[src/rtl/cell_balance_controller_macros.svh]
// assertion macros shared by the cell balance controller rtl
// included by files that check their own logic; no other dependencies
`ifndef CELL_BALANCE_CONTROLLER_MACROS_SVH
`define CELL_BALANCE_CONTROLLER_MACROS_SVH
`ifndef SYNTHESIS
// antecedent implies consequent in the same cycle
`define CBC_ASSERT_IMP(label, clk, rst, ante, cons) \
   label: assert property (@(posedge clk) disable iff (rst) (ante) |-> (cons)) \
      else $error("cbc check failed");
// antecedent implies consequent in the next cycle
`define CBC_ASSERT_NXT(label, clk, rst, ante, cons) \
   label: assert property (@(posedge clk) disable iff (rst) (ante) |=> (cons)) \
      else $error("cbc check failed");
`else
`define CBC_ASSERT_IMP(label, clk, rst, ante, cons)
`define CBC_ASSERT_NXT(label, clk, rst, ante, cons)
`endif
`endif

[src/rtl/cbc_pkg.sv]
// shared types and constants of the cell balance controller
// no dependencies; used by every module, the interfaces do not import it
package cbc_pkg;

   localparam int unsigned RSP_DEPTH = 4;

   localparam int unsigned CSR_IDX_W  = 3;
   localparam int unsigned CSR_DATA_W = 32;

   localparam logic [CSR_IDX_W-1:0] CSR_MIN_CELL      = 3'd0;
   localparam logic [CSR_IDX_W-1:0] CSR_START_DELTA   = 3'd1;
   localparam logic [CSR_IDX_W-1:0] CSR_STOP_DELTA    = 3'd2;
   localparam logic [CSR_IDX_W-1:0] CSR_REFRESH       = 3'd3;
   localparam logic [CSR_IDX_W-1:0] CSR_TEMP_MIN      = 3'd4;
   localparam logic [CSR_IDX_W-1:0] CSR_TEMP_MAX      = 3'd5;
   localparam logic [CSR_IDX_W-1:0] CSR_FAULT_MASK    = 3'd6;

   localparam logic [15:0]        MIN_CELL_RST    = 16'd3400;
   localparam logic [15:0]        START_DELTA_RST = 16'd30;
   localparam logic [15:0]        STOP_DELTA_RST  = 16'd10;
   localparam logic [31:0]        REFRESH_RST     = 32'd15000;
   localparam logic signed [15:0] TEMP_MIN_RST    = 16'sd0;
   localparam logic signed [15:0] TEMP_MAX_RST    = 16'sd450;
   localparam logic [31:0]        FAULT_MASK_RST  = 32'hFFFF_FFFF;

   // seeds of the temperature fold, they clamp the extremes
   localparam logic signed [15:0] TEMP_LO_SEED = 16'sd1000;
   localparam logic signed [15:0] TEMP_HI_SEED = -16'sd1000;

   localparam logic [2:0] MIN_VALID_TEMPS = 3'd3;

   localparam logic [1:0] GROUP_NONE = 2'd0;
   localparam logic [1:0] GROUP_A    = 2'd1;
   localparam logic [1:0] GROUP_B    = 2'd2;
   localparam logic [1:0] GROUP_C    = 2'd3;

   localparam int unsigned ST_MON_INIT = 3;

   typedef struct packed {
      logic [15:0]        cell_floor_mv;
      logic [15:0]        start_gap_mv;
      logic [15:0]        stop_gap_mv;
      logic [31:0]        refresh_period_ms;
      logic signed [15:0] temp_min_dc;
      logic signed [15:0] temp_max_dc;
      logic [31:0]        prohibit_fault_mask;
   } cfg_type;

   typedef struct packed {
      logic [4:0]         status_bits;
      logic [31:0]        fault_flags;
      logic [15:0]        cell_a_mv;
      logic [15:0]        cell_b_mv;
      logic [15:0]        cell_c_mv;
      logic [3:0]         temp_valid_bits;
      logic signed [15:0] temp_a_dc;
      logic signed [15:0] temp_b_dc;
      logic signed [15:0] temp_c_dc;
      logic signed [15:0] temp_center_dc;
      logic [31:0]        now_ms;
      logic               write_ok;
   } item_type;

   typedef struct packed {
      logic       command_valid;
      logic [1:0] command_group;
      logic       last_of_step;
      logic       balancing_on;
      logic [1:0] current_group;
      logic       allowed;
   } rsp_word_type;

   typedef struct packed {
      logic [1:0]   push_n;
      rsp_word_type word0;
      rsp_word_type word1;
      logic         next_active;
      logic [1:0]   next_group;
      logic         time_we;
   } decide_type;

endpackage

[src/rtl/cbc_if.sv]
// request and response channel interfaces of the cell balance controller
// depends on cbc_pkg for nothing but keeps field widths from the work item
interface cbc_req_if;
   logic               valid;
   logic               ready;
   logic [4:0]         status_bits;
   logic [31:0]        fault_flags;
   logic [15:0]        cell_a_mv;
   logic [15:0]        cell_b_mv;
   logic [15:0]        cell_c_mv;
   logic [3:0]         temp_valid_bits;
   logic signed [15:0] temp_a_dc;
   logic signed [15:0] temp_b_dc;
   logic signed [15:0] temp_c_dc;
   logic signed [15:0] temp_center_dc;
   logic [31:0]        now_ms;
   logic               write_ok;

   modport source (
      output valid, status_bits, fault_flags, cell_a_mv, cell_b_mv, cell_c_mv,
             temp_valid_bits, temp_a_dc, temp_b_dc, temp_c_dc, temp_center_dc,
             now_ms, write_ok,
      input  ready
   );
   modport sink (
      input  valid, status_bits, fault_flags, cell_a_mv, cell_b_mv, cell_c_mv,
             temp_valid_bits, temp_a_dc, temp_b_dc, temp_c_dc, temp_center_dc,
             now_ms, write_ok,
      output ready
   );
endinterface

interface cbc_rsp_if;
   logic       valid;
   logic       ready;
   logic       command_valid;
   logic [1:0] command_group;
   logic       last_of_step;
   logic       balancing_on;
   logic [1:0] current_group;
   logic       allowed;

   modport source (
      output valid, command_valid, command_group, last_of_step, balancing_on,
             current_group, allowed,
      input  ready
   );
   modport sink (
      input  valid, command_valid, command_group, last_of_step, balancing_on,
             current_group, allowed,
      output ready
   );
endinterface

[src/rtl/cbc_eval.sv]
// decision logic: permission checks, cell extremes and the off/active step
// depends on cbc_pkg; purely combinational, state lives in the top level
module cbc_eval import cbc_pkg::*; (
   input  cfg_type    cfg,
   input  item_type   item,
   input  logic       active,
   input  logic [1:0] group,
   input  logic [31:0] last_time,
   output decide_type dec
);

   logic signed [15:0] temps [4];
   logic signed [15:0] t_lo;
   logic signed [15:0] t_hi;
   logic [2:0]         t_cnt;
   logic               allow;
   logic [15:0]        c_lo;
   logic [15:0]        c_hi;
   logic [15:0]        c_delta;
   logic [15:0]        c_top;
   logic [1:0]         c_grp;
   logic               start_ok;
   logic               stop_now;
   logic               refresh_due;
   logic               clear_ok;
   logic [1:0]         cmd0;
   logic [1:0]         cmd1;
   logic [1:0]         n_cmd;
   logic               nxt_act;
   logic [1:0]         nxt_grp;
   logic               time_we;

   assign temps[0] = item.temp_a_dc;
   assign temps[1] = item.temp_b_dc;
   assign temps[2] = item.temp_c_dc;
   assign temps[3] = item.temp_center_dc;

   always_comb begin
      t_lo  = TEMP_LO_SEED;
      t_hi  = TEMP_HI_SEED;
      t_cnt = '0;
      for (int i = 0; i < 4; i++) begin
         if (item.temp_valid_bits[i]) begin
            t_cnt = t_cnt + 3'd1;
            if (temps[i] < t_lo) t_lo = temps[i];
            if (temps[i] > t_hi) t_hi = temps[i];
         end
      end
   end

   assign allow = (&item.status_bits)
                  && ((item.fault_flags & cfg.prohibit_fault_mask) == '0)
                  && (t_cnt >= MIN_VALID_TEMPS)
                  && !(t_lo < cfg.temp_min_dc)
                  && !(t_hi > cfg.temp_max_dc);

   always_comb begin
      c_lo  = item.cell_a_mv;
      c_hi  = item.cell_a_mv;
      c_top = item.cell_a_mv;
      c_grp = GROUP_A;
      if (item.cell_b_mv < c_lo) c_lo = item.cell_b_mv;
      if (item.cell_c_mv < c_lo) c_lo = item.cell_c_mv;
      if (item.cell_b_mv > c_hi) c_hi = item.cell_b_mv;
      if (item.cell_c_mv > c_hi) c_hi = item.cell_c_mv;
      // strict compare keeps the lower group on ties
      if (item.cell_b_mv > c_top) begin
         c_grp = GROUP_B;
         c_top = item.cell_b_mv;
      end
      if (item.cell_c_mv > c_top) c_grp = GROUP_C;
   end

   assign c_delta     = c_hi - c_lo;
   assign start_ok    = (c_lo >= cfg.cell_floor_mv) && (c_delta >= cfg.start_gap_mv);
   assign stop_now    = (c_lo < cfg.cell_floor_mv) || (c_delta <= cfg.stop_gap_mv);
   // wrapping elapsed time
   assign refresh_due = (item.now_ms - last_time) >= cfg.refresh_period_ms;
   assign clear_ok    = item.status_bits[ST_MON_INIT] && ((group != GROUP_NONE) || active);

   always_comb begin
      nxt_act = active;
      nxt_grp = group;
      time_we = 1'b0;
      n_cmd   = 2'd0;
      cmd0    = GROUP_NONE;
      cmd1    = GROUP_NONE;
      priority if (!allow) begin
         nxt_act = 1'b0;
         nxt_grp = GROUP_NONE;
         time_we = 1'b1;
         if (clear_ok) n_cmd = 2'd1;
      end else if (!active) begin
         if (start_ok) begin
            n_cmd = 2'd1;
            cmd0  = c_grp;
            if (item.write_ok) begin
               nxt_act = 1'b1;
               nxt_grp = c_grp;
               time_we = 1'b1;
            end
         end
      end else if (stop_now) begin
         nxt_act = 1'b0;
         nxt_grp = GROUP_NONE;
         time_we = 1'b1;
         if (clear_ok) n_cmd = 2'd1;
      end else if ((c_grp != group) || refresh_due) begin
         n_cmd   = 2'd1;
         cmd0    = c_grp;
         time_we = 1'b1;
         if (item.write_ok) begin
            nxt_grp = c_grp;
         end else begin
            // failed group change or refresh forces off, clear follows the group write
            nxt_act = 1'b0;
            nxt_grp = GROUP_NONE;
            if (clear_ok) n_cmd = 2'd2;
         end
      end else begin
         n_cmd = 2'd0;
      end
   end

   always_comb begin
      dec.next_active = nxt_act;
      dec.next_group  = nxt_grp;
      dec.time_we     = time_we;
      dec.push_n      = (n_cmd == 2'd0) ? 2'd1 : n_cmd;

      dec.word0.command_valid = (n_cmd != 2'd0);
      dec.word0.command_group = cmd0;
      dec.word0.last_of_step  = (n_cmd != 2'd2);
      dec.word0.balancing_on  = nxt_act;
      dec.word0.current_group = nxt_grp;
      dec.word0.allowed       = allow;

      dec.word1.command_valid = 1'b1;
      dec.word1.command_group = cmd1;
      dec.word1.last_of_step  = 1'b1;
      dec.word1.balancing_on  = nxt_act;
      dec.word1.current_group = nxt_grp;
      dec.word1.allowed       = allow;
   end

endmodule

[src/rtl/cbc_rsp_fifo.sv]
// result queue: takes one or two words per cycle, hands out one per cycle while the sink is ready
// depends on cbc_pkg, cbc_rsp_if and the assertion macro header
`include "cell_balance_controller_macros.svh"
module cbc_rsp_fifo import cbc_pkg::*; #(
   parameter int unsigned Depth = RSP_DEPTH
) (
   input  logic         clock,
   input  logic         reset,
   input  logic [1:0]   push_n,
   input  rsp_word_type word0,
   input  rsp_word_type word1,
   output logic         room_two,
   cbc_rsp_if.source    rsp
);

   localparam int unsigned PtrW = (Depth > 1) ? $clog2(Depth) : 1;
   localparam int unsigned CntW = $clog2(Depth + 1);
   localparam logic [PtrW-1:0] PtrLast = PtrW'(Depth - 1);
   localparam logic [CntW-1:0] CntRoom = CntW'(Depth - 2);

   rsp_word_type    mem_ff [Depth];
   logic [PtrW-1:0] wr_ptr_ff, wr_ptr_in;
   logic [PtrW-1:0] rd_ptr_ff, rd_ptr_in;
   logic [CntW-1:0] cnt_ff, cnt_in;
   logic [PtrW-1:0] wr_next;
   logic            pop;

   function automatic logic [PtrW-1:0] ptr_inc(input logic [PtrW-1:0] p);
      ptr_inc = (p == PtrLast) ? '0 : p + PtrW'(1);
   endfunction

   assign pop      = rsp.valid && rsp.ready;
   assign wr_next  = ptr_inc(wr_ptr_ff);
   assign room_two = (cnt_ff <= CntRoom);

   always_comb begin
      wr_ptr_in = wr_ptr_ff;
      if (push_n == 2'd1) wr_ptr_in = wr_next;
      if (push_n == 2'd2) wr_ptr_in = ptr_inc(wr_next);
      rd_ptr_in = pop ? ptr_inc(rd_ptr_ff) : rd_ptr_ff;
      cnt_in    = cnt_ff + CntW'(push_n) - CntW'(pop);
   end

   always_ff @(posedge clock) begin
      if (reset) begin
         wr_ptr_ff <= '0;
         rd_ptr_ff <= '0;
         cnt_ff    <= '0;
      end else begin
         wr_ptr_ff <= wr_ptr_in;
         rd_ptr_ff <= rd_ptr_in;
         cnt_ff    <= cnt_in;
      end
   end

   always_ff @(posedge clock) begin
      if (push_n != 2'd0) mem_ff[wr_ptr_ff] <= word0;
      if (push_n == 2'd2) mem_ff[wr_next] <= word1;
   end

   assign rsp.valid         = (cnt_ff != '0);
   assign rsp.command_valid = mem_ff[rd_ptr_ff].command_valid;
   assign rsp.command_group = mem_ff[rd_ptr_ff].command_group;
   assign rsp.last_of_step  = mem_ff[rd_ptr_ff].last_of_step;
   assign rsp.balancing_on  = mem_ff[rd_ptr_ff].balancing_on;
   assign rsp.current_group = mem_ff[rd_ptr_ff].current_group;
   assign rsp.allowed       = mem_ff[rd_ptr_ff].allowed;

   `CBC_ASSERT_IMP(a_fifo_no_overflow, clock, reset, 1'b1, cnt_ff <= CntW'(Depth))
   `CBC_ASSERT_NXT(a_fifo_pair_count, clock, reset, (push_n == 2'd2) && !pop, cnt_ff == $past(cnt_ff) + CntW'(2))

endmodule

[src/rtl/cell_balance_controller.sv]
// Cell balance controller. Each accepted request word is one evaluation; it lands in an
// input register, the permission and balancing decision is made from that register once
// the queue has room for two words, and the one or two response words it causes go into
// a small result queue (RspDepth words). A request can be taken every cycle as long as
// the queue has room for two words, so with the response sink always ready the sustained
// rate is one evaluation per cycle when each yields one word, and lower when each yields
// two (the single response port sets that). The first response word passes through the
// input register and the result queue before it is offered. Settings on the csr port are
// registered and must only change while no evaluation is pending.
// depends on cbc_pkg, cbc_if, cbc_eval, cbc_rsp_fifo and the assertion macro header
`include "cell_balance_controller_macros.svh"
module cell_balance_controller import cbc_pkg::*; #(
   parameter int unsigned RspDepth = RSP_DEPTH
) (
   input  logic                  clock,
   input  logic                  reset,
   input  logic                  csr_we,
   input  logic [CSR_IDX_W-1:0]  csr_index,
   input  logic [CSR_DATA_W-1:0] csr_wdata,
   cbc_req_if.sink               req,
   cbc_rsp_if.source             rsp
);

   typedef enum logic {ST_OFF, ST_ACTIVE} bal_state_type;

   cfg_type       cfg_ff;
   item_type      item_ff;
   logic          item_vld_ff, item_vld_in;
   bal_state_type state_ff, state_in;
   logic [1:0]    group_ff, group_in;
   logic [31:0]   time_ff, time_in;
   decide_type    dec;
   logic          room_two;
   logic          process;
   logic          take;
   logic [1:0]    push_n;

   // an evaluation goes out when the queue can hold both possible words
   assign process   = item_vld_ff && room_two;
   assign req.ready = !item_vld_ff || process;
   assign take      = req.valid && req.ready;
   assign push_n    = process ? dec.push_n : 2'd0;

   always_ff @(posedge clock) begin
      if (reset) begin
         cfg_ff.cell_floor_mv       <= MIN_CELL_RST;
         cfg_ff.start_gap_mv        <= START_DELTA_RST;
         cfg_ff.stop_gap_mv         <= STOP_DELTA_RST;
         cfg_ff.refresh_period_ms   <= REFRESH_RST;
         cfg_ff.temp_min_dc         <= TEMP_MIN_RST;
         cfg_ff.temp_max_dc         <= TEMP_MAX_RST;
         cfg_ff.prohibit_fault_mask <= FAULT_MASK_RST;
      end else if (csr_we) begin
         unique case (csr_index)
            CSR_MIN_CELL:    cfg_ff.cell_floor_mv       <= csr_wdata[15:0];
            CSR_START_DELTA: cfg_ff.start_gap_mv        <= csr_wdata[15:0];
            CSR_STOP_DELTA:  cfg_ff.stop_gap_mv         <= csr_wdata[15:0];
            CSR_REFRESH:     cfg_ff.refresh_period_ms   <= csr_wdata[31:0];
            CSR_TEMP_MIN:    cfg_ff.temp_min_dc         <= csr_wdata[15:0];
            CSR_TEMP_MAX:    cfg_ff.temp_max_dc         <= csr_wdata[15:0];
            CSR_FAULT_MASK:  cfg_ff.prohibit_fault_mask <= csr_wdata[31:0];
            default: ;
         endcase
      end
   end

   assign item_vld_in = take || (item_vld_ff && !process);

   always_ff @(posedge clock) begin
      if (reset) begin
         item_vld_ff <= 1'b0;
      end else begin
         item_vld_ff <= item_vld_in;
      end
   end

   always_ff @(posedge clock) begin
      if (take) begin
         item_ff.status_bits     <= req.status_bits;
         item_ff.fault_flags     <= req.fault_flags;
         item_ff.cell_a_mv       <= req.cell_a_mv;
         item_ff.cell_b_mv       <= req.cell_b_mv;
         item_ff.cell_c_mv       <= req.cell_c_mv;
         item_ff.temp_valid_bits <= req.temp_valid_bits;
         item_ff.temp_a_dc       <= req.temp_a_dc;
         item_ff.temp_b_dc       <= req.temp_b_dc;
         item_ff.temp_c_dc       <= req.temp_c_dc;
         item_ff.temp_center_dc  <= req.temp_center_dc;
         item_ff.now_ms          <= req.now_ms;
         item_ff.write_ok        <= req.write_ok;
      end
   end

   cbc_eval u_eval (
      .cfg       (cfg_ff),
      .item      (item_ff),
      .active    (state_ff == ST_ACTIVE),
      .group     (group_ff),
      .last_time (time_ff),
      .dec       (dec)
   );

   always_comb begin
      state_in = state_ff;
      group_in = group_ff;
      time_in  = time_ff;
      if (process) begin
         state_in = dec.next_active ? ST_ACTIVE : ST_OFF;
         group_in = dec.next_group;
         if (dec.time_we) time_in = item_ff.now_ms;
      end
   end

   always_ff @(posedge clock) begin
      if (reset) begin
         state_ff <= ST_OFF;
         group_ff <= GROUP_NONE;
         time_ff  <= '0;
      end else begin
         state_ff <= state_in;
         group_ff <= group_in;
         time_ff  <= time_in;
      end
   end

   cbc_rsp_fifo #(
      .Depth (RspDepth)
   ) u_rsp_fifo (
      .clock    (clock),
      .reset    (reset),
      .push_n   (push_n),
      .word0    (dec.word0),
      .word1    (dec.word1),
      .room_two (room_two),
      .rsp      (rsp)
   );

   `CBC_ASSERT_IMP(a_group_tracks_state, clock, reset, 1'b1, (state_ff == ST_OFF) == (group_ff == GROUP_NONE))
   `CBC_ASSERT_NXT(a_off_stamps_time, clock, reset, process && (state_ff == ST_ACTIVE) && !dec.next_active, time_ff == $past(item_ff.now_ms))

endmodule
[src/flat_wrapper.sv]
// flat-port wrapper written by rule: the top's interface ports become plain ports
module cell_balance_controller_flat import cbc_pkg::*;
#(
   parameter int unsigned RspDepth = RSP_DEPTH
)
  (clock, reset, csr_we, csr_index, csr_wdata, req_valid, req_status_bits, req_fault_flags, req_cell_a_mv, req_cell_b_mv, req_cell_c_mv, req_temp_valid_bits, req_temp_a_dc, req_temp_b_dc, req_temp_c_dc, req_temp_center_dc, req_now_ms, req_write_ok, req_ready, rsp_valid, rsp_command_valid, rsp_command_group, rsp_last_of_step, rsp_balancing_on, rsp_current_group, rsp_allowed, rsp_ready);
  cbc_req_if req_i ();
  cbc_rsp_if rsp_i ();
  input  logic clock;
  input  logic reset;
  input  logic csr_we;
  input  logic [CSR_IDX_W-1:0] csr_index;
  input  logic [CSR_DATA_W-1:0] csr_wdata;
  input wire logic [$bits(req_i.valid)-1:0] req_valid;
  input wire logic [$bits(req_i.status_bits)-1:0] req_status_bits;
  input wire logic [$bits(req_i.fault_flags)-1:0] req_fault_flags;
  input wire logic [$bits(req_i.cell_a_mv)-1:0] req_cell_a_mv;
  input wire logic [$bits(req_i.cell_b_mv)-1:0] req_cell_b_mv;
  input wire logic [$bits(req_i.cell_c_mv)-1:0] req_cell_c_mv;
  input wire logic [$bits(req_i.temp_valid_bits)-1:0] req_temp_valid_bits;
  input wire logic [$bits(req_i.temp_a_dc)-1:0] req_temp_a_dc;
  input wire logic [$bits(req_i.temp_b_dc)-1:0] req_temp_b_dc;
  input wire logic [$bits(req_i.temp_c_dc)-1:0] req_temp_c_dc;
  input wire logic [$bits(req_i.temp_center_dc)-1:0] req_temp_center_dc;
  input wire logic [$bits(req_i.now_ms)-1:0] req_now_ms;
  input wire logic [$bits(req_i.write_ok)-1:0] req_write_ok;
  output wire logic [$bits(req_i.ready)-1:0] req_ready;
  output wire logic [$bits(rsp_i.valid)-1:0] rsp_valid;
  output wire logic [$bits(rsp_i.command_valid)-1:0] rsp_command_valid;
  output wire logic [$bits(rsp_i.command_group)-1:0] rsp_command_group;
  output wire logic [$bits(rsp_i.last_of_step)-1:0] rsp_last_of_step;
  output wire logic [$bits(rsp_i.balancing_on)-1:0] rsp_balancing_on;
  output wire logic [$bits(rsp_i.current_group)-1:0] rsp_current_group;
  output wire logic [$bits(rsp_i.allowed)-1:0] rsp_allowed;
  input wire logic [$bits(rsp_i.ready)-1:0] rsp_ready;
  assign req_i.valid = req_valid;
  assign req_i.status_bits = req_status_bits;
  assign req_i.fault_flags = req_fault_flags;
  assign req_i.cell_a_mv = req_cell_a_mv;
  assign req_i.cell_b_mv = req_cell_b_mv;
  assign req_i.cell_c_mv = req_cell_c_mv;
  assign req_i.temp_valid_bits = req_temp_valid_bits;
  assign req_i.temp_a_dc = req_temp_a_dc;
  assign req_i.temp_b_dc = req_temp_b_dc;
  assign req_i.temp_c_dc = req_temp_c_dc;
  assign req_i.temp_center_dc = req_temp_center_dc;
  assign req_i.now_ms = req_now_ms;
  assign req_i.write_ok = req_write_ok;
  assign req_ready = req_i.ready;
  assign rsp_valid = rsp_i.valid;
  assign rsp_command_valid = rsp_i.command_valid;
  assign rsp_command_group = rsp_i.command_group;
  assign rsp_last_of_step = rsp_i.last_of_step;
  assign rsp_balancing_on = rsp_i.balancing_on;
  assign rsp_current_group = rsp_i.current_group;
  assign rsp_allowed = rsp_i.allowed;
  assign rsp_i.ready = rsp_ready;
  cell_balance_controller #(.RspDepth(RspDepth)) u_core (.clock(clock), .reset(reset), .csr_we(csr_we), .csr_index(csr_index), .csr_wdata(csr_wdata), .req(req_i), .rsp(rsp_i));
endmodule
[config.mk]
export PLATFORM = sky130hd
export DESIGN_NAME = cell_balance_controller_flat
export DESIGN_NICKNAME = d
export VERILOG_FILES = /design/src/rtl/cbc_pkg.sv /design/src/rtl/cbc_if.sv /design/src/rtl/cbc_eval.sv /design/src/rtl/cbc_rsp_fifo.sv /design/src/rtl/cell_balance_controller.sv /design/src/flat_wrapper.sv
export VERILOG_INCLUDE_DIRS = /design/src /design/src/rtl
export SDC_FILE = /design/constraint.sdc
export NUM_CORES = 1
export LEC_CHECK = 0
export BUFFER_PORTS_ARGS = -buffer_cell sky130_fd_sc_hd__buf_2
export CAP_MARGIN = 0
export CORE_UTILIZATION = 40
export DETAILED_ROUTE_END_ITERATION = 7
export PLACE_DENSITY = 0.6
export SYNTH_ARGS = -nofsm -noshare
export SYNTH_HDL_FRONTEND = slang
export SYNTH_SLANG_ARGS = --single-unit
export TNS_END_PERCENT = 20
[constraint.sdc]
create_clock -name clock -period 33.3 [get_ports clock]
set_input_delay 3.33 -clock clock [delete_from_list [all_inputs] [get_ports clock]]
set_output_delay 3.33 -clock clock [all_outputs]
set_load 0.1 [all_outputs]
* After elaboration in Yosys (flattened, before gate mapping) *
Memories as Yosys holds them, arrays and structs flattened. A register that Yosys moved wholly into a read port is not among the register bits.
Cells that the tools add are included.
Widths: inputs -> output; s select.

cells by class
  add/sub/neg operators = 10
  multiply operators = 0
  divide/modulo/power cells = 0
  order comparisons = 21
  equality and inequality tests = 13
  shift-type cells = 0
  muxes and demuxes = 70
  bitwise logic cells = 1
  reduce and logical (&&, ||, !) cells = 36

operator list
  kind                  count
  $mux 16               20
  $lt 16x16->1          7
  $gt 16x16->1          6
  $mux 2                29
  $and 32x32->32        1
  $ge 16x16->1          2
  $ge 32x32->1          1
  $logic_not 32->1      1
  $sub 32x32->32        1
  $mux 1                18
  $gt 16x11->1 const B  1
  $le 16x16->1          1
  $lt 16x11->1 const B  1
  $reduce_and 2->1      8
  $sub 16x16->16        1
  $logic_and 1x1->1     10
  $add 3x1->3 const B   3
  $eq 3x3->1 const B    3
  $mux 3                3
  $eq 2x2->1 const B    4
  $reduce_bool 2->1     4
  $add 2x1->2 const B   3
  $eq 3x2->1 const B    2
  $logic_or 1x1->1      5
  13 further kinds      16

storage, ports and cells
  flip-flop bits (word level) = 373
  latch bits = 0
  RAM bits = 32
  memory bits (read-only) = 0
  output and inout bits = 10
  logic and storage cells = 178
  memories kept = 1

memories
  name                      words  width  read ports  clocked after Yosys merged registers in  wr ports  line                text
  u_core.u_rsp_fifo.mem_ff  4      8      1           1                                        2         cbc_rsp_fifo.sv:21  rsp_word_type mem_ff [Depth];

* Logic depth before layout (Yosys ltp) *
  depth after elaboration = 23
  mapped depth = 62
  gate-level depth less buffers = 58

* Modules after synthesis *
Synthesis repeated with hierarchy kept, for this count alone.

second synthesis, totals
  cell total of the unflattened synthesis = 2634
  area total of the unflattened synthesis = 26402.8 sq um

by module, submodules not included
  module                   instances  cells each  area each (sq um)  seq. area each (sq um)
  cell_balance_controller  1          900         12938.7            9188.8
  cbc_eval                 1          1590        11277.1            0.0
  cbc_rsp_fifo             1          144         2187.1             1141.1

* Least setup slack after synthesis *
OpenSTA, ideal clock, no wires.

  path type = register to register
  from = reg u_core.item_ff[85] (netlist name)
  to = reg u_core.u_rsp_fifo.cnt_ff[2]
  library setup time = 0.128 ns
  data arrival time = 11.003 ns
  required time = 33.172 ns
  slack = 22.169 ns
  stages on the path, launching flop included = 59
  cells stage by stage = edfxtp_1 > o311ai_0 > nand3_1 > nand4_1 > a21oi_1 > nand2_1 > ha_1 > nor2b_1 > o21a_1 > o21a_1 > o21a_1 > o21a_1 > o21a_1 > o2111ai_1 > nand2_1 > buf_2 > mux2_2 > ha_1 > [23 not listed] > clkbuf_1 > mux2i_1 > ha_1 > nor2b_1 > o21a_1 > o21ai_0 > a21oi_1 > o2bb2ai_1 > a41oi_1 > nor3_1 > nand2_1 > nor4_1 > inv_1 > ha_1 > fa_1 > xnor2_1 > xnor2_1 > nor2_1

on the way
  word-level cells in the longest chain between the ends = 22
  elaborated cells on any way between the ends = 36
  classes of those cells = 2 x add/sub; 10 x order compare; 19 x mux; 5 x reduce/logical

RTL lines
  element               line                           text
  from (decl)           cell_balance_controller.sv:27  item_type item_ff;
  $lt 16x11->1          cbc_eval.sv:45                 if (temps[i] < t_lo) t_lo = temps[i];
  $mux 16               cbc_eval.sv:45
  $mux 16               cbc_eval.sv:43                 if (item.temp_valid_bits[i]) begin
  $lt 16x16->1          cbc_eval.sv:45
  $mux 16               cbc_eval.sv:45
  $mux 16               cbc_eval.sv:43
  $lt 16x16->1          cbc_eval.sv:45
  $mux 16               cbc_eval.sv:45
  [6 not listed]        -
  $logic_and 1x1->1     cbc_eval.sv:54                 && !(t_lo < cfg.temp_min_dc)
  $logic_and 1x1->1 *   cbc_eval.sv:55                 && !(t_hi > cfg.temp_max_dc);
  $mux 2 *              cbc_eval.sv:88                 priority if (!allow) begin
  $logic_not 2->1       cbc_eval.sv:129                dec.push_n = (n_cmd == 2'd0) ? 2'd1 : n_cmd;
  $mux 2 *              cbc_eval.sv:129
  $mux 2 *              cell_balance_controller.sv:42  assign push_n = process ? dec.push_n : 2'd0;
  $add 3x2->3 *         cbc_rsp_fifo.sv:41             cnt_in = cnt_ff + CntW'(push_n) - CntW'(pop);
  $sub 3x1->3 *         cbc_rsp_fifo.sv:41
  to (signal assigned)  cbc_rsp_fifo.sv:52             cnt_ff <= cnt_in;
  to (decl)             cbc_rsp_fifo.sv:24             logic [CntW-1:0] cnt_ff, cnt_in;

Every way passes the cells marked *; elsewhere a longest branch is shown, timed or not.
A chain may end at the register's enable or synchronous reset.

==> metrics.txt <==
status=finished clean; Final ANT Viol Nets=0; part of the power in registers=a little under a third; Layout Nets=3445; Ys Warns=0; Fin. Hold Viols=0; Clock power frac=~30%; Post-Synthesis Cell Area=around 25000 µm²; Initial Util=40.41%; first-pass GRT wire length=108900 µm; Overflow after GRT=0; Power Density=67.28 nW/µm²; clock latency on the worst-skew pair=a little over 0.6 ns; Synth Area in Compound Gates=14.39%; PortBufs=between 200 and 250; P_int=1.222 mW; initial antenna violation count=8; fmax=0.07309 GHz; First DRT Iteration DRCs=1267; layout cell share with drive strength beyond 1=between 10% and 20%; xor/xnor share of the synthesized area=1.689%; NetSw=0.7034 mW; drt drc=0; FF-to-FF End=u_core.u_rsp_fifo.mem_ff[1][2]; wire length per cell=18.20 µm; cell mode on critical path=ha_1; CP startpoint kind=flop; slowest cell on the critical path=nor2_1; Final setup viols=0; Die W=251.5 µm; vias per cell=5.326; sequential element share of the synthesized area=40.85%; Die Ht=251.5 µm; r2r setup slk=19.62 ns; Placement Cell Area=26920 µm²; htree depth=2; Ports=236; TritonRoute pass-1 iters=6; Synth Area in Simple Gates=approximately 16%; clk sinks=407; vias in the first global route=~20000; largest family of logic cells by synthesized area=adder cells; max_slew headroom=14.69%; Mapped Avg Cell Area=approximately 9.3 µm²; Tcrit/Tclk final=41.09%; worst r2r src=u_core.item_ff[94]; ys flop type=dfxtp_1; placed instance count=3689; Total Wirelength=68820 µm; fraction of registers with async set/reset=0%; area added between synthesis and finish=14.98%; Post-CTS Hold Fix Bufs=0; critical path type=reg2reg; num rows=91; WP data arrival=14.12 ns; GRT Total Usage=a little over a fifth; TritonCTS Buffers=between 40 and 50; core area=around 62000 µm²; GP Congestion=0.9280; Comb power frac=39.5%; Yosys reg bits=407; die area=approximately 63000 µm²; Final Instance Count excl. Fillers=3782; largest net degree at the start of global routing=110; Leak Pwr=around 12 nW; via count=about 20000; worst reg2reg path depth=47; hold depth=2; post-synth net total=3226; Sw Ratio=36.52%; CP Capture Type=flop; pre-CTS WS=roughly 20 ns; hold_ws=about 0.45 ns; cts repair resizes=0; CP Max Fanout=31; Required @ worst endpoint=33.74 ns; clk slew on worst S/H paths=around 0.06 ns; Post-Synth Adder-Cell Area=15.97%; max incr delay on CP=0.88 ns; CTS tree=done; maximum vdd drop=0.04329 mV; proportion of synthesized area in mux cells=5.644%; hold path endpoint=u_core.cfg_ff[37]; Worst Skew=slightly above 0.02 ns; Netlist cell types=roughly 80; CTS root buf=clkbuf_16; final worst path period need=13.68 ns; # Post-CTS Setup Buffers=0; Slew Limit Fails=0; Fin Setup TNS=0 ns; Post-DP HPWL=53920 µm; Max clock buf depth=3; worst slew pin tran=between 1 and 1.5 ns; Max Cap Viol=0; Post-synth EDFFs=202; Gate Count Post-Synth=2684; RSZ-0062 raised after global routing=no; Final WS setup=19.62 ns; Final Instance Area=28620 µm²; Hold Crit Start=u_core.cfg_ff[37]; min-delay worst type=reg2reg
[power groups by stage]
stage	registers (mW)	clock network, mW	logic, mW
global route	0.606	0.596	0.861
global placement	0.611	0	0.734
floorplan	0.601	0	0.570
detailed placement	0.612	0	0.755
finish	0.601	0.564	0.760
CTS	0.601	0.581	0.761
[sequential cells by signal, indices dropped and copies added, names as in the netlist, named ones only]
signal / flops
u_core.time_ff: 32
u_core.group_ff: 2
u_core.u_rsp_fifo.mem_ff: 32
u_core.u_rsp_fifo.wr_ptr_ff: 2
u_core.u_rsp_fifo.rd_ptr_ff: 2
u_core.cfg_ff: 144
u_core.state_ff: 1
u_core.item_vld_ff: 1
u_core.u_rsp_fifo.cnt_ff: 3
u_core.item_ff: 186
[per-layer routing]
metal,track usage [%],vias up,part of all wire [%]
met4,5.540,12,2.0
met1,28.99,9587,46
li1,-,9939,-
met5,0,-,0.11
met2,36.57,511,47
met3,3.487,95,5.5
[worst max-delay path by stage]
| stage | from | end | slack [ns] | cells past startpoint |
|---|---|---|---|---|
| 2_1_floorplan | u_core.item_ff[85] | u_core.u_rsp_fifo.cnt_ff[2] | 22.17 | 58 |
| 3_3_place_gp | u_core.item_ff[94] | u_core.u_rsp_fifo.cnt_ff[2] | 20.02 | 46 |
| 3_5_place_dp | u_core.item_ff[94] | u_core.u_rsp_fifo.mem_ff[1][2] | 19.89 | 47 |
| 4_1_cts | u_core.item_ff[94] | u_core.u_rsp_fifo.mem_ff[1][2] | 19.86 | 47 |
| 5_1_grt | u_core.item_ff[94] | u_core.u_rsp_fifo.mem_ff[0][2] | 18.53 | 47 |
| 6_report | u_core.item_ff[94] | u_core.u_rsp_fifo.mem_ff[1][2] | 19.62 | 47 |
[critical path: cells and delay by family (launching register included)]
kind                     cells  cell delay (ns)
adder cells (fa/ha/maj)      6             1.87
multiplexers                 2             0.65
buffers and inverters        4             0.81
flip-flops                   1             0.43
AND/OR/NAND/NOR             20             5.39
AO/OA/AOI/OAI               15             4.36
[cell type report]
| type | count | area, µm² |
|---|---|---|
| fillers | 5913 | 32980 |
| multi-input cells | 1916 | 13370 |
| flip-flops and latches | 407 | 10170 |
| repair buffers | 249 | 1284 |
| clock buffers | 57 | 1256 |
| inverters | 280 | 1051 |
| well taps | 837 | 1047 |
| clock inverters | 35 | 444.2 |
| diodes | 1 | 2.502 |
[synth_stat cells (all sizes together) (16+ instances only)]
master / n / area share (%)
o211ai: 16 / 0.48
nor3: 35 / 0.70
edfxtp: 202 / 24
a21oi: 223 / 4.5
mux2: 19 / 0.86
inv: 280 / 4.2
a21o: 67 / 2.0
nor2: 189 / 2.8
clkbuf: 67 / 1.0
o21ai: 75 / 1.5
xnor2: 37 / 1.3
nand3: 39 / 0.78
nand2b: 25 / 0.63
ha: 313 / 16
mux2i: 101 / 4.1
dfxtp: 205 / 16
nand2: 399 / 6.0
nand4: 49 / 1.2
nor2b: 23 / 0.58
a211o: 19 / 0.67
o21a: 46 / 1.4
nand3b: 46 / 1.4
[per-stage QoR]
| stage | utilization, % | power, mW |
|---|---|---|
| floorplan | - | 1.171 |
| global placement | 43.70 | 1.345 |
| detailed placement | 43.70 | 1.367 |
| CTS | 46.46 | 1.944 |
| global route | 46.46 | 2.063 |
| finish | 46.47 | 1.926 |
[layout by cell type, fill, tap and decap left out, types with 19 or more instances in the layout]
| cell type | count |
|---|---|
| mux2_2 | 19 |
| a21oi_1 | 222 |
| nand3b_1 | 46 |
| nand2b_1 | 25 |
| dfxtp_1 | 205 |
| clkbuf_16 | 49 |
| edfxtp_1 | 202 |
| mux2i_1 | 101 |
| ha_1 | 313 |
| o21ai_0 | 72 |
| inv_1 | 280 |
| a211o_1 | 19 |
| nand3_1 | 39 |
| xnor2_1 | 37 |
| a21o_1 | 67 |
| nor3_1 | 34 |
| nor2_1 | 188 |
| nand2_1 | 399 |
| buf_2 | 234 |
| o21a_1 | 46 |
| nand4_1 | 49 |
| nor2b_1 | 23 |
[logic make-up (layout without fill, tap and decap cells)]
group / Yosys count / after routing
other: 0 / 1
flip-flops: 407 / 407
AO/OA/AOI/OAI: 557 / 557
multiplexers: 128 / 128
XOR/XNOR: 48 / 48
AND/OR/NAND/NOR: 867 / 867
adder cells (fa/ha/maj): 316 / 316
buffers and inverters: 361 / 621
No activity file was read; power rests on OpenSTA's default activity.
